`config.mk`:
```
export PLATFORM = sky130hd
export DESIGN_NAME = aip_exec
export DESIGN_NICKNAME = d
export VERILOG_FILES = /design/src/hdl/aip_pkg.sv /design/src/hdl/aip_exec.sv
export SDC_FILE = /design/constraint.sdc
export NUM_CORES = 1
export LEC_CHECK = 0
export BUFFER_PORTS_ARGS = -buffer_cell sky130_fd_sc_hd__buf_2
export CORE_MARGIN = 4
export CORE_UTILIZATION = 45
export DETAILED_ROUTE_END_ITERATION = 16
export PLACE_DENSITY_LB_ADDON = 0.2
export REMOVE_ABC_BUFFERS = 1
export SYNTH_ARGS = -nofsm -noshare
export SYNTH_HDL_FRONTEND = slang
export SYNTH_SLANG_ARGS = --single-unit
```
`constraint.sdc`:
```
create_clock -name clk -period 8.2 [get_ports clk]
set_clock_uncertainty 0.05 [all_clocks]
set_input_delay 1.64 -clock clk [delete_from_list [all_inputs] [get_ports clk]]
set_output_delay 1.64 -clock clk [all_outputs]
set_load 0.005 [all_outputs]
```
`src/hdl/aip_pkg.sv`:
```
// ----------------------------------------------------------------------------
// aip_pkg
// Shared types and constants of the ASCII integer parser: status codes,
// radix codes, configuration register indexes and the classified beat.
// ----------------------------------------------------------------------------
package aip_pkg;

    localparam int CHAR_W      = 8;
    localparam int STATUS_W    = 3;
    localparam int RESULT_W    = 64;
    localparam int CFG_DATA_W  = 64;
    localparam int CFG_INDEX_W = 3;
    localparam int BASES_W     = 4;
    localparam int RBITS_W     = 7;

    localparam int QUEUE_DEPTH = 2;
    localparam int QUEUE_PTR_W = 1;
    localparam int QUEUE_CNT_W = 2;

    typedef enum logic [STATUS_W-1:0] {
        ST_OK     = 3'd0,
        ST_EMPTY  = 3'd1,
        ST_BASE   = 3'd2,
        ST_CHAR   = 3'd3,
        ST_DIGIT  = 3'd4,
        ST_BOUNDS = 3'd5,
        ST_NEGU   = 3'd6,
        ST_SIZE   = 3'd7
    } status_t;

    typedef enum logic [1:0] {
        RADIX_BIN = 2'd0,
        RADIX_OCT = 2'd1,
        RADIX_DEC = 2'd2,
        RADIX_HEX = 2'd3
    } radix_t;

    typedef enum logic [CFG_INDEX_W-1:0] {
        CFG_ALLOWED_BASES = 3'd0,
        CFG_SIGNED_RESULT = 3'd1,
        CFG_RESULT_BITS   = 3'd2,
        CFG_LOWER_BOUND   = 3'd3,
        CFG_UPPER_BOUND   = 3'd4
    } cfg_index_t;

    // One character after classification.
    typedef struct packed {
        logic       blank;
        logic       plus;
        logic       minus;
        logic       zero;
        logic       digit;
        logic [3:0] digit_val;
        logic [3:0] fits;          // digit is below the radix, indexed by radix_t
        logic       prefix;
        radix_t     prefix_radix;
        logic       separator;
        logic       last;
    } char_class_t;

    // Parse outcome handed from the sequencer to the bounds check.
    typedef struct packed {
        status_t status;
        logic    negative;
    } snap_t;

endpackage

```
`src/hdl/aip_exec.sv`:
```
// ----------------------------------------------------------------------------
// aip_exec
// Back stage: phase sequencer, radix prefix handling and digit accumulation.
// On the last character it hands the parse outcome to the bounds check.
// ----------------------------------------------------------------------------
module aip_exec import aip_pkg::*;
#(
    parameter int VALUE_WIDTH = 64
)
(
    input  logic                   clk,
    input  logic                   rst_n,
    input  logic [BASES_W-1:0]     allowed_bases,
    input  logic                   cls_valid,
    input  char_class_t            cls_data,
    output logic                   cls_ready,
    output logic                   snap_valid,
    output snap_t                  snap,
    output logic [VALUE_WIDTH-1:0] snap_acc,
    input  logic                   snap_ready
);

    typedef enum logic [4:0] {
        PH_LEAD   = 5'b00001,
        PH_SIGN   = 5'b00010,
        PH_ZERO   = 5'b00100,
        PH_DIGITS = 5'b01000,
        PH_TRAIL  = 5'b10000
    } phase_t;

    phase_t                 phase_reg, phase_next;
    logic [VALUE_WIDTH-1:0] acc_reg, acc_next;
    logic                   neg_reg, neg_next;
    radix_t                 radix_reg, radix_next;
    status_t                err_reg, err_next;

    logic                   snap_valid_reg;
    snap_t                  snap_reg;
    logic [VALUE_WIDTH-1:0] snap_acc_reg;

    radix_t                 eff_radix;
    logic [VALUE_WIDTH-1:0] digit_ext;
    logic [VALUE_WIDTH-1:0] mac;
    logic                   take;
    logic                   dec_ok;
    logic                   pop;
    logic                   snap_free;
    status_t                fin_status;

    assign snap_free  = !snap_valid_reg || snap_ready;
    assign cls_ready  = !cls_data.last || snap_free;
    assign pop        = cls_valid && cls_ready;
    assign snap_valid = snap_valid_reg;
    assign snap       = snap_reg;
    assign snap_acc   = snap_acc_reg;

    // Digits before the digit phase always go in as decimal.
    assign eff_radix = (phase_reg == PH_DIGITS) ? radix_reg : RADIX_DEC;
    assign digit_ext = VALUE_WIDTH'(cls_data.digit_val);
    assign dec_ok    = allowed_bases[RADIX_DEC];

    always_comb
    begin
        case (eff_radix)
            RADIX_BIN: mac = (acc_reg << 1) + digit_ext;
            RADIX_OCT: mac = (acc_reg << 3) + digit_ext;
            RADIX_DEC: mac = (acc_reg << 3) + (acc_reg << 1) + digit_ext;
            default:   mac = (acc_reg << 4) + digit_ext;
        endcase
    end

    always_comb
    begin
        phase_next = phase_reg;
        acc_next   = acc_reg;
        neg_next   = neg_reg;
        radix_next = radix_reg;
        err_next   = err_reg;
        take       = 1'b0;
        if (err_reg == ST_OK)
        begin
            unique case (phase_reg)
                PH_LEAD:
                begin
                    if (cls_data.blank)
                    begin
                        phase_next = PH_LEAD;
                    end
                    else if (cls_data.plus || cls_data.minus)
                    begin
                        neg_next   = cls_data.minus;
                        phase_next = PH_SIGN;
                    end
                    else if (cls_data.zero)
                    begin
                        phase_next = PH_ZERO;
                    end
                    else
                    begin
                        radix_next = RADIX_DEC;
                        phase_next = PH_DIGITS;
                        if (!dec_ok) err_next = ST_BASE;
                        else         take     = 1'b1;
                    end
                end
                PH_SIGN:
                begin
                    if (cls_data.zero)
                    begin
                        phase_next = PH_ZERO;
                    end
                    else
                    begin
                        radix_next = RADIX_DEC;
                        if (!dec_ok) err_next = ST_BASE;
                        if (cls_data.blank)
                        begin
                            phase_next = PH_TRAIL;
                        end
                        else
                        begin
                            phase_next = PH_DIGITS;
                            take       = dec_ok;
                        end
                    end
                end
                PH_ZERO:
                begin
                    phase_next = PH_DIGITS;
                    if (cls_data.prefix)
                    begin
                        radix_next = cls_data.prefix_radix;
                        if (!allowed_bases[cls_data.prefix_radix]) err_next = ST_BASE;
                    end
                    else
                    begin
                        radix_next = RADIX_DEC;
                        if (!dec_ok) err_next = ST_BASE;
                        if (cls_data.blank) phase_next = PH_TRAIL;
                        else                take       = dec_ok;
                    end
                end
                PH_DIGITS:
                begin
                    if (cls_data.blank) phase_next = PH_TRAIL;
                    else                take       = 1'b1;
                end
                PH_TRAIL:
                begin
                    if (!cls_data.blank) err_next = ST_CHAR;
                end
                default:
                begin
                    phase_next = PH_LEAD;
                end
            endcase

            if (take)
            begin
                if (cls_data.digit)
                begin
                    if (cls_data.fits[eff_radix]) acc_next = mac;
                    else                          err_next = ST_DIGIT;
                end
                else if (!cls_data.separator)
                begin
                    err_next = ST_CHAR;
                end
            end
        end
    end

    // Close out the text: blanks only, or a lone sign or zero taken as decimal.
    always_comb
    begin
        if (err_next != ST_OK)
        begin
            fin_status = err_next;
        end
        else if (phase_next == PH_LEAD)
        begin
            fin_status = ST_EMPTY;
        end
        else if ((phase_next == PH_SIGN || phase_next == PH_ZERO) && !dec_ok)
        begin
            fin_status = ST_BASE;
        end
        else
        begin
            fin_status = ST_OK;
        end
    end

    always_ff @(posedge clk or negedge rst_n)
    begin
        if (!rst_n)
        begin
            phase_reg      <= PH_LEAD;
            acc_reg        <= '0;
            neg_reg        <= 1'b0;
            radix_reg      <= RADIX_DEC;
            err_reg        <= ST_OK;
            snap_valid_reg <= 1'b0;
        end
        else
        begin
            if (pop && cls_data.last)
            begin
                phase_reg      <= PH_LEAD;
                acc_reg        <= '0;
                neg_reg        <= 1'b0;
                radix_reg      <= RADIX_DEC;
                err_reg        <= ST_OK;
                snap_valid_reg <= 1'b1;
            end
            else
            begin
                if (pop)
                begin
                    phase_reg <= phase_next;
                    acc_reg   <= acc_next;
                    neg_reg   <= neg_next;
                    radix_reg <= radix_next;
                    err_reg   <= err_next;
                end
                if (snap_ready)
                begin
                    snap_valid_reg <= 1'b0;
                end
            end
        end
    end

    always_ff @(posedge clk)
    begin
        if (pop && cls_data.last)
        begin
            snap_reg.status   <= fin_status;
            snap_reg.negative <= neg_next;
            snap_acc_reg      <= acc_next;
        end
    end

endmodule

```
==> impl_metrics.csv <==
group,metric,value,unit
worst_hold_path,hold_path_startpoint,"neg_reg$_DFFE_PN0N_",
layout,post-route-cell-area,16200,µm²
sta,maxSlewViolCount,0,
sta,worst-slew-pin-transition,1.12,ns
clocking,clock_sinks,144,
die,starting_density_of_the_core,0.458,
power,cell_internal_pwr,1.41,mW
power,total_leakage_power,6.84,nW
setup_path,worstReg2RegStart,"acc_reg[5]$_DFFE_PN0N_",
global_routing,grtUsageTotal,0.303,
worst_hold_path,whs_endpoint,"neg_reg$_DFFE_PN0N_",
setup_path,critPathLaunchType,"input port",
layout,mostFrequentLayoutCells,"nand2_1 (211), o21ai_0 (179), nor2_1 (148)",
layout,antenna-diode-count,0,
layout,design.final.nets,2036,
sta,maxSlewHeadroom,0.253,
routing,route.antenna.remaining_nets,0,
place,globalplace.congestion,1.03,
power,pwr-share-clk,0.416,
routing,post-route-drc-count,0,
status,outcome,"completed",
setup_path,cp-end-kind,"flop",
routing,totalWireLength,55.4,mm
sta,final_report_setup_violation_count,0,
global_routing,grt_start_max_net_pins,68,
power,seq_power_share,0.418,
setup_path,arrival,5.44,ns
routing,avgRoutedWirePerCell,23.7,µm
place,area_after_dpl,15600,µm²
global_routing,number_of_global_route_vias_before_repair,14566,
layout,layout.cells.most_common,"nand2_1",
routing,dr.first_iter.drc_count,1740,
global_routing,antenna_violations_before_repair,0,
routing,drt_pass1_iterations,7,
sta,tns,0,ns
setup_path,cell_depth_of_the_worst_flop_to_flop_path,12,
worst_hold_path,worst_hold_path.num_cells,1,
power,worst_ir_drop_vdd,0.000153,V
setup_path,reg2reg_slack,3.57,ns
clocking,postCtsSetupBuffers,0,
yosys,async_flop_share,0.528,
layout,layout-drive-gt1-share,0.0929,
setup_path,worstReg2RegEnd,"snap_acc[59]$_DFFE_PP_",
setup_path,worst-setup-path-type,"in2reg",
setup_path,worstPathRequired,8.34,ns
yosys,post_synthesis_sequential_area_ratio,0.263,
routing,viasPerCell,6.50,
sta,final-hold-violation-count,0,
clocking,post_cts_resized,0,
sta,share_of_the_clock_period_used_by_the_worst_path_after_layout,0.645,
sta,rsz0062_at_grt,"no",
yosys,syn-cell-area,15000,µm²
yosys,yosysWarningCount,0,
yosys,average_instance_area_after_synthesis,7.84,µm²
layout,multi_input_comb_area,10300,µm²
clocking,tritoncts,"built",
clocking,cts_hold_repair.buffers,0,
clocking,clk_pin_slew_worst_paths,0.07,ns
die,floorplan.die.height,190,µm
power,switching_power_summed_over_all_nets,0.631,mW
clocking,clockBufferDepth,2,
sta,post-route-min-period,5.29,ns
yosys,flops_latches_synth,144,
die,io-pin-count,96,
yosys,synthesis.instances,1910,
power,combPwrFrac,0.166,
layout,areaGrowthSynthToFinish,7.94,%
yosys,synth-main-ff-cell,"dfrtp_1",
yosys,yosysUniqueCellTypes,83,
global_routing,grt_pass1_wl,86.1,mm
place,dp.final_hpwl,40.1,mm
global_routing,globalRoute.totalOverflow,0,
die,die_w,190,µm
setup_path,crit_path_max_fanout,5,
power,switching_share,0.310,
worst_hold_path,min-delay-path-class,"reg2reg",
die,design.core.area,32700,µm²
sta,max_freq,0.189,GHz
flow_run,cap_viol_max_count,0,
clocking,cts_inserted_buffers,17,
yosys,synth_edf_count,68,
power,power.total,2.04,mW
clocking,clock_insertion_delay_at_the_later_pin_of_the_skew_report,0.46,ns
layout,fill_cell_count,3247,
clocking,h-tree-depth,4,
layout,sequential_cell_area,3950,µm²
routing,dr_total_vias,15186,
layout,final_util,0.494,
power,power.density,126,nW/µm²
place,port_buffers,95,
die,floorplan.rows,66,
clocking,cts-root-buf,"clkbuf_16",
die,fp.dieArea,36300,µm²
[metrics by stage]
| step | cells | worst slack [ns] | hold slack (ns) |
|---|---|---|---|
| floorplan | 1751 | 2.52 | 0.424 |
| global placement | 2305 | 2.58 | 0.450 |
| detailed placement | 2305 | 2.47 | 0.448 |
| finish | 2337 | 2.91 | 0.472 |
| global route | 2337 | 2.70 | 0.504 |
| CTS | 2337 | 2.94 | 0.469 |
[power groups by stage]
stage | clock (mW) | sequential (mW) | combinational, mW
global placement | 0 | 0.861 | 0.332
floorplan | 0 | 0.845 | 0.218
global route | 0.887 | 0.854 | 0.372
finish | 0.848 | 0.851 | 0.338
detailed placement | 0 | 0.862 | 0.331
CTS | 0.856 | 0.848 | 0.334
[cells by family after synthesis]
logic type / after synthesis / synth area share
mux: 12 / 0.00894
xor+xnor: 167 / 0.0976
buf+inv: 200 / 0.0508
fa+ha+maj: 128 / 0.108
simple gates: 640 / 0.201
compound gates: 619 / 0.269
flops: 144 / 0.263
[Yosys cell counts (6+ instances only)]
cell type | instances | area share
a211oi_1 | 10 | 0.0050
a21boi_0 | 6 | 0.0030
a21o_1 | 48 | 0.024
a21oi_1 | 140 | 0.047
a222oi_1 | 7 | 0.0047
a22o_1 | 32 | 0.019
a22oi_1 | 19 | 0.0095
a31oi_1 | 15 | 0.0063
and2_1 | 9 | 0.0038
and3_1 | 16 | 0.0067
and4_1 | 8 | 0.0047
buf_1 | 9 | 0.0023
buf_2 | 7 | 0.0023
clkbuf_1 | 142 | 0.036
dfrtp_1 | 74 | 0.12
edfxtp_1 | 68 | 0.14
ha_1 | 125 | 0.10
inv_1 | 40 | 0.010
mux2i_1 | 10 | 0.0067
nand2_1 | 212 | 0.053
nand2b_1 | 8 | 0.0033
nand3_1 | 69 | 0.023
nand4_1 | 47 | 0.020
nor2_1 | 149 | 0.037
nor2b_1 | 8 | 0.0033
nor3_1 | 54 | 0.018
nor4_1 | 16 | 0.0067
o211a_1 | 6 | 0.0040
o211ai_1 | 16 | 0.0080
o21a_1 | 11 | 0.0055
o21ai_0 | 180 | 0.060
o21ai_1 | 6 | 0.0020
o21bai_1 | 18 | 0.0090
o221ai_1 | 21 | 0.012
o22ai_1 | 13 | 0.0054
o31ai_1 | 23 | 0.012
or2_2 | 6 | 0.0025
or3_1 | 16 | 0.0067
xnor2_1 | 100 | 0.058
xor2_1 | 67 | 0.039
[metal layers]
layer  part of all wire  GRT usage
met2               0.45      0.472
met1               0.43      0.427
met5                  0          0
met4              0.033      0.107
met3              0.085     0.0469
[worst max path at each step]
stage | from | endpoint | slack (ns) | cells after the start
2_1_floorplan | cls_data[15] | acc_reg[26]$_DFFE_PN0N_ | 2.52 | 9
5_1_grt | cls_data[12] | snap_acc[52]$_DFFE_PP_ | 2.70 | 14
4_1_cts | cls_data[12] | snap_acc[52]$_DFFE_PP_ | 2.94 | 14
6_report | cls_data[12] | snap_acc[52]$_DFFE_PP_ | 2.91 | 14
3_5_place_dp | cls_data[12] | snap_acc[52]$_DFFE_PP_ | 2.47 | 14
3_3_place_gp | cls_data[12] | snap_acc[52]$_DFFE_PP_ | 2.58 | 14
[cell type report]
cell class | count | area share
Multi-Input combinational cell | 1566 | 0.637
Sequential cell | 144 | 0.244
Timing Repair Buffer | 112 | 0.0375
Tap cell | 442 | 0.0342
Clock buffer | 18 | 0.0265
Clock inverter | 14 | 0.0110
Inverter | 41 | 0.00960
[worst max-delay path, cell delays in order]
cell and delay [ns]:
buf_2 0.13, fa_1 0.57, inv_1 0.08, fa_1 0.47, nor2b_1 0.17, o2111ai_1 0.24
a21boi_2 0.31, o311ai_1 0.23, a311o_1 0.40, and3_1 0.26, o21ba_2 0.27, xnor2_1 0.13
a222oi_1 0.41, o21ai_0 0.12
Power figures use the tool's default switching activity.
