[src/hdl/aip_pkg.sv]
// ----------------------------------------------------------------------------
// aip_pkg
// Shared types and constants of the ASCII integer parser: status codes,
// radix codes, configuration register indexes and the classified beat.
// ----------------------------------------------------------------------------
package aip_pkg;

    localparam int CHAR_W      = 8;
    localparam int STATUS_W    = 3;
    localparam int RESULT_W    = 64;
    localparam int CFG_DATA_W  = 64;
    localparam int CFG_INDEX_W = 3;
    localparam int BASES_W     = 4;
    localparam int RBITS_W     = 7;

    localparam int QUEUE_DEPTH = 2;
    localparam int QUEUE_PTR_W = 1;
    localparam int QUEUE_CNT_W = 2;

    typedef enum logic [STATUS_W-1:0] {
        ST_OK     = 3'd0,
        ST_EMPTY  = 3'd1,
        ST_BASE   = 3'd2,
        ST_CHAR   = 3'd3,
        ST_DIGIT  = 3'd4,
        ST_BOUNDS = 3'd5,
        ST_NEGU   = 3'd6,
        ST_SIZE   = 3'd7
    } status_t;

    typedef enum logic [1:0] {
        RADIX_BIN = 2'd0,
        RADIX_OCT = 2'd1,
        RADIX_DEC = 2'd2,
        RADIX_HEX = 2'd3
    } radix_t;

    typedef enum logic [CFG_INDEX_W-1:0] {
        CFG_ALLOWED_BASES = 3'd0,
        CFG_SIGNED_RESULT = 3'd1,
        CFG_RESULT_BITS   = 3'd2,
        CFG_LOWER_BOUND   = 3'd3,
        CFG_UPPER_BOUND   = 3'd4
    } cfg_index_t;

    // One character after classification.
    typedef struct packed {
        logic       blank;
        logic       plus;
        logic       minus;
        logic       zero;
        logic       digit;
        logic [3:0] digit_val;
        logic [3:0] fits;          // digit is below the radix, indexed by radix_t
        logic       prefix;
        radix_t     prefix_radix;
        logic       separator;
        logic       last;
    } char_class_t;

    // Parse outcome handed from the sequencer to the bounds check.
    typedef struct packed {
        status_t status;
        logic    negative;
    } snap_t;

endpackage

[src/hdl/aip_queue.sv]
// ----------------------------------------------------------------------------
// aip_queue
// Short queue of classified beats between the front stage and the sequencer.
// ----------------------------------------------------------------------------
module aip_queue import aip_pkg::*;
(
    input  logic        clk,
    input  logic        rst_n,
    input  logic        push_valid,
    input  char_class_t push_data,
    output logic        push_ready,
    output logic        pop_valid,
    output char_class_t pop_data,
    input  logic        pop_ready
);

    localparam logic [QUEUE_PTR_W-1:0] LAST_SLOT = QUEUE_PTR_W'(QUEUE_DEPTH - 1);
    localparam logic [QUEUE_CNT_W-1:0] FULL_CNT  = QUEUE_CNT_W'(QUEUE_DEPTH);

    char_class_t             slots [QUEUE_DEPTH];
    logic [QUEUE_PTR_W-1:0]  wr_ptr_reg;
    logic [QUEUE_PTR_W-1:0]  rd_ptr_reg;
    logic [QUEUE_CNT_W-1:0]  count_reg;
    logic                    push;
    logic                    pop;

    assign push_ready = (count_reg != FULL_CNT);
    assign pop_valid  = (count_reg != '0);
    assign pop_data   = slots[rd_ptr_reg];
    assign push       = push_valid && push_ready;
    assign pop        = pop_valid && pop_ready;

    always_ff @(posedge clk or negedge rst_n)
    begin
        if (!rst_n)
        begin
            wr_ptr_reg <= '0;
            rd_ptr_reg <= '0;
            count_reg  <= '0;
        end
        else
        begin
            if (push)
            begin
                wr_ptr_reg <= (wr_ptr_reg == LAST_SLOT) ? '0 : wr_ptr_reg + 1'b1;
            end
            if (pop)
            begin
                rd_ptr_reg <= (rd_ptr_reg == LAST_SLOT) ? '0 : rd_ptr_reg + 1'b1;
            end
            if (push && !pop)
            begin
                count_reg <= count_reg + 1'b1;
            end
            else if (pop && !push)
            begin
                count_reg <= count_reg - 1'b1;
            end
        end
    end

    always_ff @(posedge clk)
    begin
        if (push)
        begin
            slots[wr_ptr_reg] <= push_data;
        end
    end

endmodule

[config.mk]
export PLATFORM = sky130hd
export DESIGN_NAME = aip_queue
export DESIGN_NICKNAME = d
export VERILOG_FILES = /design/src/hdl/aip_pkg.sv /design/src/hdl/aip_queue.sv
export SDC_FILE = /design/constraint.sdc
export NUM_CORES = 1
export LEC_CHECK = 0
export ABC_AREA = 0
export BUFFER_PORTS_ARGS = -buffer_cell sky130_fd_sc_hd__buf_2
export CAP_MARGIN = 5
export CORE_MARGIN = 10
export CORE_UTILIZATION = 54
export DETAILED_ROUTE_END_ITERATION = 12
export GPL_TIMING_DRIVEN = 0
export HOLD_SLACK_MARGIN = 0.02
export PLACE_DENSITY = 0.82
export SKIP_LAST_GASP = 1
export SLEW_MARGIN = 30
export SYNTH_ARGS = -nofsm -noshare
export SYNTH_HDL_FRONTEND = slang
export SYNTH_SLANG_ARGS = --single-unit
export TNS_END_PERCENT = 100
[constraint.sdc]
create_clock -name clk -period 5.1 [get_ports clk]
set_input_delay 0.51 -clock clk [delete_from_list [all_inputs] [get_ports clk]]
set_output_delay 0.51 -clock clk [all_outputs]
set_load 0.01 [all_outputs]
==> metrics list, run 1 <==
- The routed design could run at a clock period as short as ~2.0 ns.
- After synthesis, the mean cell area works out to ~21 um2.
- Unrepaired setup endpoints after global routing: false
- Sort of element at the end of the critical path: primary output
- The die covers 0.005395 mm2.
- WL final: between 2000 and 3000 um
- Sequential Area: roughly 0.0012 mm2
* Later-pin clock latency in the skew report: 0.34 ns
- Before antenna repair, the detailed router went through 2 iterations.
- The critical path is of the register to primary output type.
- CTS tree: built
* Yosys cell types: 15
- The longest clock path from root to sink contains 2 buffers.
- Max-slew violation total from the final report: 0
- Number of CTS-inserted buffers: 5
* Number of warnings reported in the yosys synthesis log: 0
* Share of the cycle needed by the critical path after routing: about 39%
- Worst-margin pin slew: 0.8395 ns
- At the end of the flow the core is filled with cells to 69.15%.
- Sequential elements use 76.56% of the synthesized area.
* Clock power frac: between 10% and 20%
- First-pass GRT wire length: around 4200 um
- In this run the power density over the cells is about 560 mW/mm2.
* Clock Sinks: 40
- Vias post-DR: around 800
* Global routing usage summed across all routing layers: between 10% and 20%
- Chip Width: between 70 and 80 um
- Final hold vios: 0
- Final-stage net count: roughly 150
- Starting DRC count in detailed routing: 38
- Antenna violations before repair: 0
- Gpl congestion: 0.6523
- Worst voltage drop across the vdd grid: approximately 420 uV
- Ratio of cells with drive above 1 in the final layout: around 56%
- Library cell with the largest summed area after synthesis: sky130_fd_sc_hd__edfxtp_1
- Data arrives at the worst endpoint at approximately 1.5 ns.
- Via-to-Cell Ratio: roughly 5.1
* Largest register FFs: 36
* Result of the run: completed
* Total congestion overflow after global routing: 0
- Vias in the first global route: between 900 and 1000
- In the final routed layout, each cell accounts on average for 16.58 um.
* Final HPWL from detailed placement: 1951 um
* CTS Root Buffer Type: sky130_fd_sc_hd__clkbuf_4
- Measured against its own limit, the worst slew margin works out to approximately 44%.
- The clock tree synthesis step divided the H-tree into 2 levels.
* Yosys reg bits: 40
* Initial Utilization: between 50% and 60%
- By area the synthesized netlist is led by sky130_fd_sc_hd__edfxtp_1 (70%), sky130_fd_sc_hd__mux2_4 (8.8%), sky130_fd_sc_hd__mux2_2 (6.6%).
- Number of cells produced by synthesis: 74
- For the final database, setup skew stands at just over 0.01 ns.
- Gates resized during post-CTS repair numbered 0.
- Worst path required time: approximately 4.6 ns
- Num ports: 42
- Pin count of the biggest net entering global routing: 19
* Crit Path Max Fanout: 10
- Area of combinational cells with multiple inputs: ~330 um2
- After detailed routing, the number of remaining DRC violations is 0.
- Total of endpoints with negative setup slack in the final report: 0
- Row count: 19
* Y dimension of the die: roughly 73 um
* Cell area after technology mapping: approximately 0.0015 mm2
- Internal Pwr Total: approximately 0.75 mW
* Count of buffers from port buffering: between 40 and 50
- The core region is about 0.0027 mm2.
- Net switching share of the total power: about 29%
- The repair_antennas step left the layout with diodes totalling 0.
* CTS Hold Bufs: 1
* Nets in the synthesized netlist: between 90 and 100
- The path class of the tightest hold or removal check is input pin to register.
- Post-synth top area share: 70.07%
* Setup TNS: 0 ns
- Worst-path clk slew: around 0.12 ns
- Summed over all cells, the static leakage comes to ~0.77 nW.
* Number of buffers inserted to repair setup after CTS: 0
- Static timing analysis puts the maximum clock frequency at between 0.5 and 0.6 GHz.
- Compared with the post-synthesis result, the final layout area differs by 22.55%.
- Number of routed nets with antenna violations: 0
* Combinational share of power: between 30 and 40%
- The layout has 188 filler cells.
- Max-cap violations in this run came to 0.
- The analysis attributes to net switching a power of 0.3091 mW.
- Of the total power, registers draw 45.2%.
- STA classifies the critical path startpoint as a register.
-- cells in the final DEF, fill, tap and decap left out --
cell,Yosys,routed
sky130_fd_sc_hd__mux2_4,9,9
sky130_fd_sc_hd__or2_1,1,1
sky130_fd_sc_hd__xor2_1,2,2
sky130_fd_sc_hd__bufinv_16,0,1
sky130_fd_sc_hd__and3_1,1,1
sky130_fd_sc_hd__dlygate4sd3_1,0,1
sky130_fd_sc_hd__nor2_2,0,1
sky130_fd_sc_hd__clkbuf_4,0,5
sky130_fd_sc_hd__buf_6,1,1
sky130_fd_sc_hd__mux2_2,9,9
sky130_fd_sc_hd__inv_1,1,1
sky130_fd_sc_hd__xnor2_1,3,3
sky130_fd_sc_hd__edfxtp_1,36,36
sky130_fd_sc_hd__buf_2,0,41
sky130_fd_sc_hd__dfrtp_1,4,4
sky130_fd_sc_hd__nand2_1,2,2
sky130_fd_sc_hd__clkbuf_1,0,1
sky130_fd_sc_hd__nand2b_1,1,1
sky130_fd_sc_hd__clkinv_2,0,1
sky130_fd_sc_hd__ha_1,1,1
sky130_fd_sc_hd__nor2_1,2,1
sky130_fd_sc_hd__buf_8,0,1
sky130_fd_sc_hd__buf_12,1,1
-- layer usage --
metal	global-route usage, %	part of all wire [%]
met1	10.45	37
met2	17.23	53
met3	4.711	8.3
met4	6.211	2.1
met5	0	0
-- synthesized netlist by cell type --
library cell,instances
sky130_fd_sc_hd__and3_1,1
sky130_fd_sc_hd__buf_12,1
sky130_fd_sc_hd__buf_6,1
sky130_fd_sc_hd__dfrtp_1,4
sky130_fd_sc_hd__edfxtp_1,36
sky130_fd_sc_hd__ha_1,1
sky130_fd_sc_hd__inv_1,1
sky130_fd_sc_hd__mux2_2,9
sky130_fd_sc_hd__mux2_4,9
sky130_fd_sc_hd__nand2_1,2
sky130_fd_sc_hd__nand2b_1,1
sky130_fd_sc_hd__nor2_1,2
sky130_fd_sc_hd__or2_1,1
sky130_fd_sc_hd__xnor2_1,3
sky130_fd_sc_hd__xor2_1,2
-- power groups by stage --
stage	clock (mW)	sequential (mW)	combinational [mW]
floorplan	0	0.480	0.269
global placement	0	0.484	0.377
detailed placement	0	0.490	0.394
CTS	0.204	0.482	0.397
global route	0.216	0.490	0.423
finish	0.197	0.481	0.386
-- worst paths after layout --
check,startpoint,to,slack [ns],depth (start not counted)
setup reg to reg,count_reg[0],slots[1][16],3.42,2
hold reg to reg,count_reg[1],count_reg[1],0.52,1
max in group asynchronous,rst_n,count_reg[1],4.49,2
min in group asynchronous,rst_n,count_reg[0],0.48,2
hold / removal,push_data[15],slots[1][15],0.34,1
setup / recovery,rd_ptr_reg,pop_data[13],3.13,4
-- critical path: stages (launching register included) --
cell,delay (ns)
sky130_fd_sc_hd__dfrtp_1,0.39
sky130_fd_sc_hd__buf_6,0.15
sky130_fd_sc_hd__buf_12,0.15
sky130_fd_sc_hd__mux2_4,0.29
sky130_fd_sc_hd__buf_2,0.14
-- layout make-up --
| type | instances | share of cell area, % |
|---|---|---|
| clock inverters | 2 | 1.853 |
| repair buffers | 43 | 12.18 |
| clock buffers | 6 | 2.184 |
| well taps | 31 | 2.052 |
| inverters | 1 | 0.1985 |
| multi-input cells | 31 | 17.41 |
| plain buffers | 2 | 1.655 |
| flip-flops and latches | 40 | 62.48 |
-- logic make-up after synthesis --
| kind of cell | after synthesis | share of synthesized area [%] |
|---|---|---|
| buffers and inverters | 3 | 2.271 |
| flip-flops | 40 | 76.56 |
| XOR/XNOR | 5 | 2.839 |
| AND/OR/NAND/NOR | 7 | 2.191 |
| adder cells (fa/ha/maj) | 1 | 0.8109 |
| multiplexers | 18 | 15.33 |
-- per-stage QoR --
step                      instance area [um2]  hold slack (ns)  cells  power [mW]  setup slack (ns)
final                                    1891           0.3442    156       1.064             3.132
after floorplan                          1543           0.2144     74      0.7488             3.231
after detailed placement                 1804           0.3248    147      0.8839             3.392
after CTS                                1891           0.3335    156       1.083             3.102
after global routing                     1891           0.3235    156       1.128             3.054
after global placement                   1787           0.3181    146      0.8612             2.850
No activity file was read; power rests on OpenSTA's default activity.
==> inputs of run 2 (changes only) <==
--- a/config.mk
+++ b/config.mk
@@ -5,15 +5,15 @@
 export SDC_FILE = /design/constraint.sdc
 export NUM_CORES = 1
 export LEC_CHECK = 0
-export ABC_AREA = 0
+export ABC_AREA = 1
 export BUFFER_PORTS_ARGS = -buffer_cell sky130_fd_sc_hd__buf_2
 export CAP_MARGIN = 5
 export CORE_MARGIN = 10
-export CORE_UTILIZATION = 54
+export CORE_UTILIZATION = 46
 export DETAILED_ROUTE_END_ITERATION = 12
 export GPL_TIMING_DRIVEN = 0
 export HOLD_SLACK_MARGIN = 0.02
-export PLACE_DENSITY = 0.82
+export PLACE_DENSITY = 0.74
 export SKIP_LAST_GASP = 1
 export SLEW_MARGIN = 30
 export SYNTH_ARGS = -nofsm -noshare
==> constraint.sdc (replaced) <==
create_clock -name clk -period 1.8 [get_ports clk]
set_input_delay 0.18 -clock clk [delete_from_list [all_inputs] [get_ports clk]]
set_output_delay 0.18 -clock clk [all_outputs]
set_load 0.01 [all_outputs]
==> run 2 against run 1 <==
Worst hold slack worse by 0.30 ns. Cell area grew 13%. Core utilization fell by 4.7 points. Worst setup slack got worse by 2.9 ns. Clock skew shrank 0.0067 ns. Via count increased by 33%. Final cell count grew 51%. Die area is 14% higher. Sequential share of layout area shrank 7.1 points. Highest routed layer is now met3.
==> metrics list, run 2 <==
- The commonest non-fill, non-tap cell in the layout is sky130_fd_sc_hd__nand2_1 (was sky130_fd_sc_hd__buf_2).
* Count of antenna diodes in the layout: 0 (unchanged)
- Die area: 0.006140 mm2 (was 0.005395 mm2)
- The mean instance size in the synthesized netlist was 12.84 um2 (was 20.85 um2).
* Global routing usage summed across all routing layers: 10.78% (was 10.40%)
* Static power due to leakage: 0.9553 nW (was 0.7692 nW)
* Gpl congestion: 0.6870 (was 0.6523)
- Clock period minus final worst setup slack: roughly 1.6 ns
- The arrival time at the worst endpoint is 1.64 ns (was 1.46 ns).
* Internal Pwr Total: 2.187 mW (was 0.7548 mW)
- The cell type contributing the most total cell area after synthesis is sky130_fd_sc_hd__edfxtp_1 (unchanged).
* Later-pin clock latency in the skew report: 0.33 ns (was 0.34 ns)
- The actual transition at the worst max-transition pin came to 0.5629 ns (was 0.8395 ns).
* Number of cells produced by synthesis: 122 (was 74)
- Final HPWL from detailed placement: 2209 um (was 1951 um)
* Y dimension of the die: 78.36 um (was 73.45 um)
- The flip-flop count of the largest register, all copies and words added was 36 (unchanged).
* Relative slew margins: 62.43% (was 44.03%)
* Number of remaining DRC errors: 0 (unchanged)
- Num ports: 42 (unchanged)
- Area of combinational cells with multiple inputs: 326.6 um2 (was 329.1 um2)
- Setup Skew: 0.003663 ns (was 0.01038 ns)
* Chip Width: 78.36 um (was 73.45 um)
- The pin count of the biggest net entering global routing was 13 (was 19).
* Slowest stage delay, CP: 0.44 ns (was 0.39 ns)
- The filler cell count came to 277 (was 188).
- The type of the tightest min-delay check is input pin to register (unchanged).
- Most frequent cells in the layout: sky130_fd_sc_hd__nand2_1 (60), sky130_fd_sc_hd__buf_2 (41), sky130_fd_sc_hd__edfxtp_1 (36) (was sky130_fd_sc_hd__buf_2 (41), sky130_fd_sc_hd__edfxtp_1 (36), sky130_fd_sc_hd__mux2_4 (9), sky130_fd_sc_hd__mux2_2 (9), sky130_fd_sc_hd__clkbuf_4 (5))
* Sort of element at the end of the critical path: register (was primary output)
- The share of cells above drive strength 1 came to 33.16% (was 56.00%).
- Starting DRC count in detailed routing: 30 (was 38)
* Unrepaired setup endpoints after global routing: false (unchanged)
- The peak ir drop on the vdd network came to 785.1 uV (was 417.8 uV).
- Dividing the final minimum period by the clock period gives 88.21%.
- The worst hold slack after final layout was 0.04087 ns (was 0.3442 ns).
- Number of flops mapped to enable cells by yosys: 36 (unchanged)
* Number of routed nets with antenna violations: 0 (unchanged)
- The buffer depth of the longest clock path came to 2 (unchanged).
* Power dissipated by switching net loads: 1.085 mW (was 0.3091 mW)
* Startpoint Class: register (unchanged)
- The count of buffering cells on the critical path with inverters included is 2 (was 3).
- The total clock buffers created by CTS came to 5 (unchanged).
* Cell seen most often among critical-path stages: sky130_fd_sc_hd__nand2_4
- The number of nets in the finished design is 213 (was 147).
- The number of max-cap violations is 0 (unchanged).
- Yosys cell types: 15 (unchanged)
- Leading cell types by total area after synthesis: sky130_fd_sc_hd__edfxtp_1 (69%), sky130_fd_sc_hd__nand2_1 (14%), sky130_fd_sc_hd__dfrtp_1 (6.4%) (was sky130_fd_sc_hd__edfxtp_1 (70%), sky130_fd_sc_hd__mux2_4 (8.8%), sky130_fd_sc_hd__mux2_2 (6.6%)).
- Clock Sinks: 40 (unchanged)
- Sequential Area: 0.001181 mm2 (unchanged)
* Initial Utilization: 47.32% (was 56.43%)
- The final count of negative-setup-slack endpoints came to 0 (unchanged).
- The post-synthesis net count came to 145 (was 97).
* Number of warnings reported in the yosys synthesis log: 0 (unchanged)
* CTS tree: built (unchanged)
- Net switching share of the total power: 33.17% (was 29.05%)
- The maximum fanout encountered on the critical timing path came to 10 (unchanged).
* Yosys reg bits: 40 (unchanged)
* Setup TNS: 0 ns (unchanged)
- The average via count per standard cell is 4.487 (was 5.109).
* Resize count post-CTS: 0 (unchanged)
- The total iterations of the first detailed-routing run came to 4 (was 2).
* Worst-path clk slew: 0.10 ns (was 0.12 ns)
* Antenna violations before repair: 0 (unchanged)
- Final hold vios: 0 (unchanged)
- Total congestion overflow after global routing: 0 (unchanged)
- Crit path max-delay cell type: sky130_fd_sc_hd__nor2_2 (was sky130_fd_sc_hd__dfrtp_1)
- WL final: 3165 um (was 2587 um)
- Most instantiated cells after synthesis: sky130_fd_sc_hd__nand2_1 (60), sky130_fd_sc_hd__edfxtp_1 (36), sky130_fd_sc_hd__dfrtp_1 (4), sky130_fd_sc_hd__inv_1 (4), sky130_fd_sc_hd__inv_2 (3) (was sky130_fd_sc_hd__edfxtp_1 (36), sky130_fd_sc_hd__mux2_2 (9), sky130_fd_sc_hd__mux2_4 (9), sky130_fd_sc_hd__dfrtp_1 (4), sky130_fd_sc_hd__xnor2_1 (3)).
* Sequential cell area fraction in the yosys report: 75.40% (was 76.56%)
* Post-route total power: 3.272 mW (was 1.064 mW)
* CTS Hold Bufs: 18 (was 1)
- The post-synthesis cell area is 0.001567 mm2 (was 0.001543 mm2).
- Post-synth top area share: 69.01% (was 70.07%)
- The power density of the placed cells came to 1533 mW/mm2 (was 562.7 mW/mm2).
* Ys async rst share: 10.00% (unchanged)
- Count of buffers from port buffering: 41 (unchanged)
- The proportion of power drawn by flip-flops and latches came to 41.8% (was 45.2%).
* Combinational share of power: 37.2% (was 36.3%)
- Count leader, synth: sky130_fd_sc_hd__nand2_1 (was sky130_fd_sc_hd__edfxtp_1)
- Number of buffers inserted to repair setup after CTS: 0 (unchanged)
- The category of cells accounting for the largest share of critical-path delay is simple AND/OR/NAND/NOR gates (was buffers and inverters).
- The vias after detailed routing came to 1059 (was 797).
- The via count of the first global-routing pass came to 1169 (was 927).
- The synthesis-to-layout area growth came to 36.26% (was 22.55%).
* CP cell instances: inv_2 -> nand2_4 -> nand2_4 -> nor2_2 -> buf_6 (was buf_6 -> buf_12 -> mux2_4 -> buf_2)
- CTS Root Buffer Type: sky130_fd_sc_hd__clkbuf_4 (unchanged)
* First-pass GRT wire length: 5264 um (was 4243 um)
* Detail-routed net length per standard cell: 13.41 um (was 16.58 um)
- Worst path required time: 1.86 ns (was 4.59 ns)
- Static timing analysis puts the maximum clock frequency at approximately 0.63 GHz.
- The final count of pins violating max slew was 0 (unchanged).
* Clock power frac: 21.0% (was 18.6%)
- Crit path kind: register to register (was register to primary output)
* Row count: 21 (was 19)
* Core footprint: 0.003311 mm2 (was 0.002734 mm2)
- Result of the run: completed (unchanged).
- Most common flop cell mapped by yosys: sky130_fd_sc_hd__edfxtp_1 (unchanged)
- The number of H-tree levels came to 2 (unchanged).
## run 2: cells by family after synthesis
family	Yosys count	share of synthesized area (%)
buffers and inverters	10	4.073
adders and majority gates	1	0.7986
DFF	40	75.40
and+or+nand+nor	69	18.13
xor gates and xnor gates	2	1.598
## run 2: metal layers
| metal | vias up | global-route usage, % | routed length (um) |
|---|---|---|---|
| met1 | 484 | 10.47 | 1271 |
| met3 | 0 | 5.011 | 277 |
| li1 | 537 | - | - |
| met5 | - | 0 | 0 |
| met2 | 38 | 19.33 | 1616 |
| met4 | 0 | 4.301 | 0 |
## run 2: per-stage QoR
step                setup WS, ns  cell area, um2  util (%)  std cells
floorplan                0.04057            1567         -        122
global placement         -0.3290            1829     55.25        209
detailed placement        0.2272            1857     56.08        211
CTS                       0.2133            2135     64.47        236
global route              0.1181            2135     64.47        236
finish                    0.2123            2135     64.47        236
## run 2: final timing paths
check / from / end / slack, ns / cells after the start
worst min-delay path: push_data[7] / slots[1][7] / 0.04 / 1
min in group asynchronous: rst_n / count_reg[0] / 0.17 / 2
worst min register to register: count_reg[0] / count_reg[0] / 0.54 / 1
worst max-delay path: count_reg[0] / slots[1][7] / 0.21 / 5
max in group asynchronous: rst_n / rd_ptr_reg / 1.52 / 2
worst max register to register: count_reg[0] / slots[1][7] / 0.21 / 5
## run 2: final cells by class
| cell class | instances | area share [%] |
|---|---|---|
| sequential | 40 | 55.33 |
| timing repair buffer | 61 | 19.11 |
| inverter | 7 | 1.231 |
| multi-input combinational | 72 | 15.30 |
| buffer | 3 | 1.758 |
| clock inverter | 2 | 2.814 |
| tap | 46 | 2.696 |
| clock buffer | 5 | 1.758 |
## run 2: power by group through the flow
| stage | Combinational (mW) | Sequential, mW | Clock, mW |
|---|---|---|---|
| after global placement | 1.14 | 1.38 | 0 |
| final | 1.22 | 1.37 | 0.687 |
| after global routing | 1.38 | 1.39 | 0.742 |
| after detailed placement | 1.21 | 1.39 | 0 |
| after CTS | 1.24 | 1.36 | 0.708 |
| after floorplan | 0.753 | 1.37 | 0 |
## run 2: worst reg2reg max path, stage by stage (launching register included)
cell and delay [ns]:
sky130_fd_sc_hd__dfrtp_1 0.42, sky130_fd_sc_hd__inv_2 0.08, sky130_fd_sc_hd__nand2_4 0.07, sky130_fd_sc_hd__nand2_4 0.07
sky130_fd_sc_hd__nor2_2 0.44, sky130_fd_sc_hd__buf_6 0.23
==> inputs of run 3 (changes only) <==
--- a/config.mk
+++ b/config.mk
@@ -9,11 +9,11 @@
 export BUFFER_PORTS_ARGS = -buffer_cell sky130_fd_sc_hd__buf_2
 export CAP_MARGIN = 5
 export CORE_MARGIN = 10
-export CORE_UTILIZATION = 46
+export CORE_UTILIZATION = 30
 export DETAILED_ROUTE_END_ITERATION = 12
 export GPL_TIMING_DRIVEN = 0
 export HOLD_SLACK_MARGIN = 0.02
-export PLACE_DENSITY = 0.74
+export REMOVE_ABC_BUFFERS = 1
 export SKIP_LAST_GASP = 1
 export SLEW_MARGIN = 30
 export SYNTH_ARGS = -nofsm -noshare
==> run 3 against run 2 <==
Largest cell class unchanged. Wire length shrank 0.92%. Largest power group unchanged. Register-to-register slack is essentially flat. Core utilization shrank 26 points. Sequential cell count is the same. Worst setup slack lost 0.011 ns. Count of clock-buffer cells in the layout grew 1. Cell area shrank 7.8%. Critical path type is now register to primary output.
==> metrics list, run 3 (synthesized netlist as in run 2, its figures left out) <==
- Result of the run: completed (unchanged)
* Utilization of the core after routing: 38.78% (was 64.47%)
- Crit path kind: register to primary output (was register to register)
- The DRC violation total after the first TritonRoute iteration was 21 (was 30).
- Max-slew violation total from the final report: 0 (unchanged)
* Core footprint: 0.005075 mm2 (was 0.003311 mm2)
- Gpl congestion: 0.6835 (was 0.6870)
- The critical hold path startpoint was push_data[10] (was push_data[7]).
- The total clock sinks is 40 (unchanged).
- Initial Utilization: 30.87% (was 47.32%)
* CTS Root Buffer Type: sky130_fd_sc_hd__clkbuf_8 (was sky130_fd_sc_hd__clkbuf_4)
- Reg2Reg Capture Point: slots[1][6] (was slots[1][7])
- The number of placement rows is 26 (was 21).
- Global routing usage summed across all routing layers: 7.648% (was 10.78%)
- Worst-path clk slew: 0.08 ns (was 0.10 ns)
- The kind of capture point of the worst setup path is a primary output (was register).
- The maximum fanout encountered on the critical timing path is 20 (was 10).
- Number of CTS-inserted buffers: 5 (unchanged)
- The arrival time at the worst endpoint was 1.42 ns (was 1.64 ns).
- The power density of the placed cells was 1615 mW/mm2 (was 1533 mW/mm2).
* DP Cell Count: 231 (was 211)
- The worst slew margin relative to its limit came to 61.76% (was 62.43%).
* Later-pin clock latency in the skew report: 0.29 ns (was 0.33 ns)
- The vias after detailed routing came to 975 (was 1059).
- The number of max-cap violations came to 0 (unchanged).
* Minimum setup slack among reg-to-reg paths: 0.21 ns (about the same)
- Chip Width: 92.26 um (was 78.36 um)
- Number of routed nets with antenna violations: 0 (unchanged)
- Share of the cycle needed by the critical path after routing: 88.80% (was 88.21%)
- The type of element launching the critical path was a register (unchanged).
- Unrepaired setup endpoints after global routing: false (unchanged)
- First-pass GRT wire length: 5050 um (was 5264 um)
* Pin count of the biggest net entering global routing: 21 (was 13)
* Total congestion overflow after global routing: 0 (unchanged)
* Number of remaining DRC errors: 0 (unchanged)
- Number of buffers inserted to repair setup after CTS: 0 (unchanged)
- Vias in the first global route: 1011 (was 1169)
* CTS tree: built (unchanged)
* Antenna violations before repair: 0 (unchanged)
* Hold Path Class: input pin to register (unchanged)
- Ratio of cells with drive above 1 in the final layout: 35.29% (was 33.16%)
- Clock period minus final worst setup slack: 1.598 ns (was 1.588 ns)
- The die outline height came to 92.26 um (was 78.36 um).
- Final HPWL from detailed placement: 2208 um (was 2209 um)
- Num ports: 42 (unchanged)
* Worst-margin pin slew: 0.5722 ns (was 0.5629 ns)
* Level count of the clock H-tree: 2 (unchanged)
- Cell count of the worst reg-to-reg path: 5 (unchanged)
* WHS Endpoint: slots[0][10] (was slots[1][7])
- The flip-flop count of the largest register, all copies and words added is 36 (unchanged).
* Via-to-Cell Ratio: 4.063 (was 4.487)
- Setup Skew: 0.008058 ns (was 0.003663 ns)
- Total of endpoints with negative setup slack in the final report: 0 (unchanged)
* Clk buf depth: 2 (unchanged)
* Count of placed standard cells in the final layout, fillers left out: 240 (was 236)
- The maximum achievable frequency came to 0.6256 GHz (was 0.6298 GHz).
- The commonest non-fill, non-tap cell in the layout is sky130_fd_sc_hd__nand2_1 (unchanged).
* TritonRoute pass-1 iters: 4 (unchanged)
- The final wirelength came to 3136 um (was 3165 um).
- The total die area came to 0.008512 mm2 (was 0.006140 mm2).
- The cell depth of the worst hold path is 1 (unchanged).
- The number of I/O port buffers is 41 (unchanged).
- Worst reg2reg startpoint: count_reg[0] (unchanged)
* Final-stage net count: 192 (was 213)
* Worst path required time: 1.62 ns (was 1.86 ns)
- Final hold vios: 0 (unchanged)
- The final antenna diode count is 0 (unchanged).
- The synthesis-to-layout area growth was 25.64% (was 36.26%).
* Detail-routed net length per standard cell: 13.07 um (was 13.41 um)
- First element of the critical path: rd_ptr_reg (was count_reg[0])
- Static power due to leakage: 0.8637 nW (was 0.9553 nW)
- Most frequent cells in the layout: sky130_fd_sc_hd__nand2_1 (60), sky130_fd_sc_hd__buf_2 (41), sky130_fd_sc_hd__edfxtp_1 (36) (unchanged).
- The peak ir drop on the vdd network was 765.8 uV (was 785.1 uV).
[run 3: area by class of cell]
class / instances / area, um2
Timing Repair Buffer: 43 / 230.2
Tap cell: 70 / 87.58
Multi-Input combinational cell: 72 / 331.6
Fill cell: 521 / 3107
Clock buffer: 6 / 72.57
Sequential cell: 40 / 1182
Clock inverter: 2 / 35.03
Inverter: 7 / 28.78
[run 3: routing by layer]
metal	part of all wire, %	track usage (%)	up-vias	routed length (um)
li1	-	-	493	-
met1	41	7.854	451	1275
met2	53	13.41	26	1647
met3	5.4	3.504	5	170
met4	1.3	2.699	0	42
met5	0	0	-	0
[run 3: worst max path at each step]
stage,to,slack [ns],depth (start not counted)
after global routing,pop_data[13],0.04,4
after floorplan,slots[0][0],0.04,4
final,pop_data[13],0.20,4
after detailed placement,pop_data[13],0.03,4
after CTS,pop_data[13],0.03,4
after global placement,slots[0][6],-0.50,4
[run 3: timing repair]
item | in CTS | in global routing
setup endpoints to repair | 18 | 18
pin swaps | 0 | 0
resized for setup | 1 | 2
hold endpoints to repair | 4 | 0
hold buffers | 1 | 0
[run 3: critical path: stages, from the launching register on]
cell and delay [ns]:
sky130_fd_sc_hd__dfrtp_2 0.58, sky130_fd_sc_hd__inv_4 0.27, sky130_fd_sc_hd__nand2_1 0.08, sky130_fd_sc_hd__nand2_1 0.07
sky130_fd_sc_hd__buf_2 0.13
[run 3: stage by stage]
step                setup slack, ns  hold WS [ns]  cell area (um2)  power (mW)  setup TNS, ns
finish                       0.2016       0.07840             1968       3.178              0
global placement            -0.5049     -0.003804             1822       2.477         -16.94
CTS                         0.02505       0.06976             1966       3.244              0
detailed placement          0.03159     -0.001929             1847       2.543              0
floorplan                   0.04057       -0.1156             1529       2.034              0
global route                0.04250       0.06523             1968       3.417              0
[run 3: report_power, final]
group | switching (mW) | leakage, nW | total [mW] | internal (mW)
Combinational | 0.655 | 0.427 | 1.04 | 0.384
Sequential | 0.156 | 0.381 | 1.44 | 1.28
Clock | 0.291 | 0.0552 | 0.702 | 0.411
Total | 1.10 | 0.864 | 3.18 | 2.08
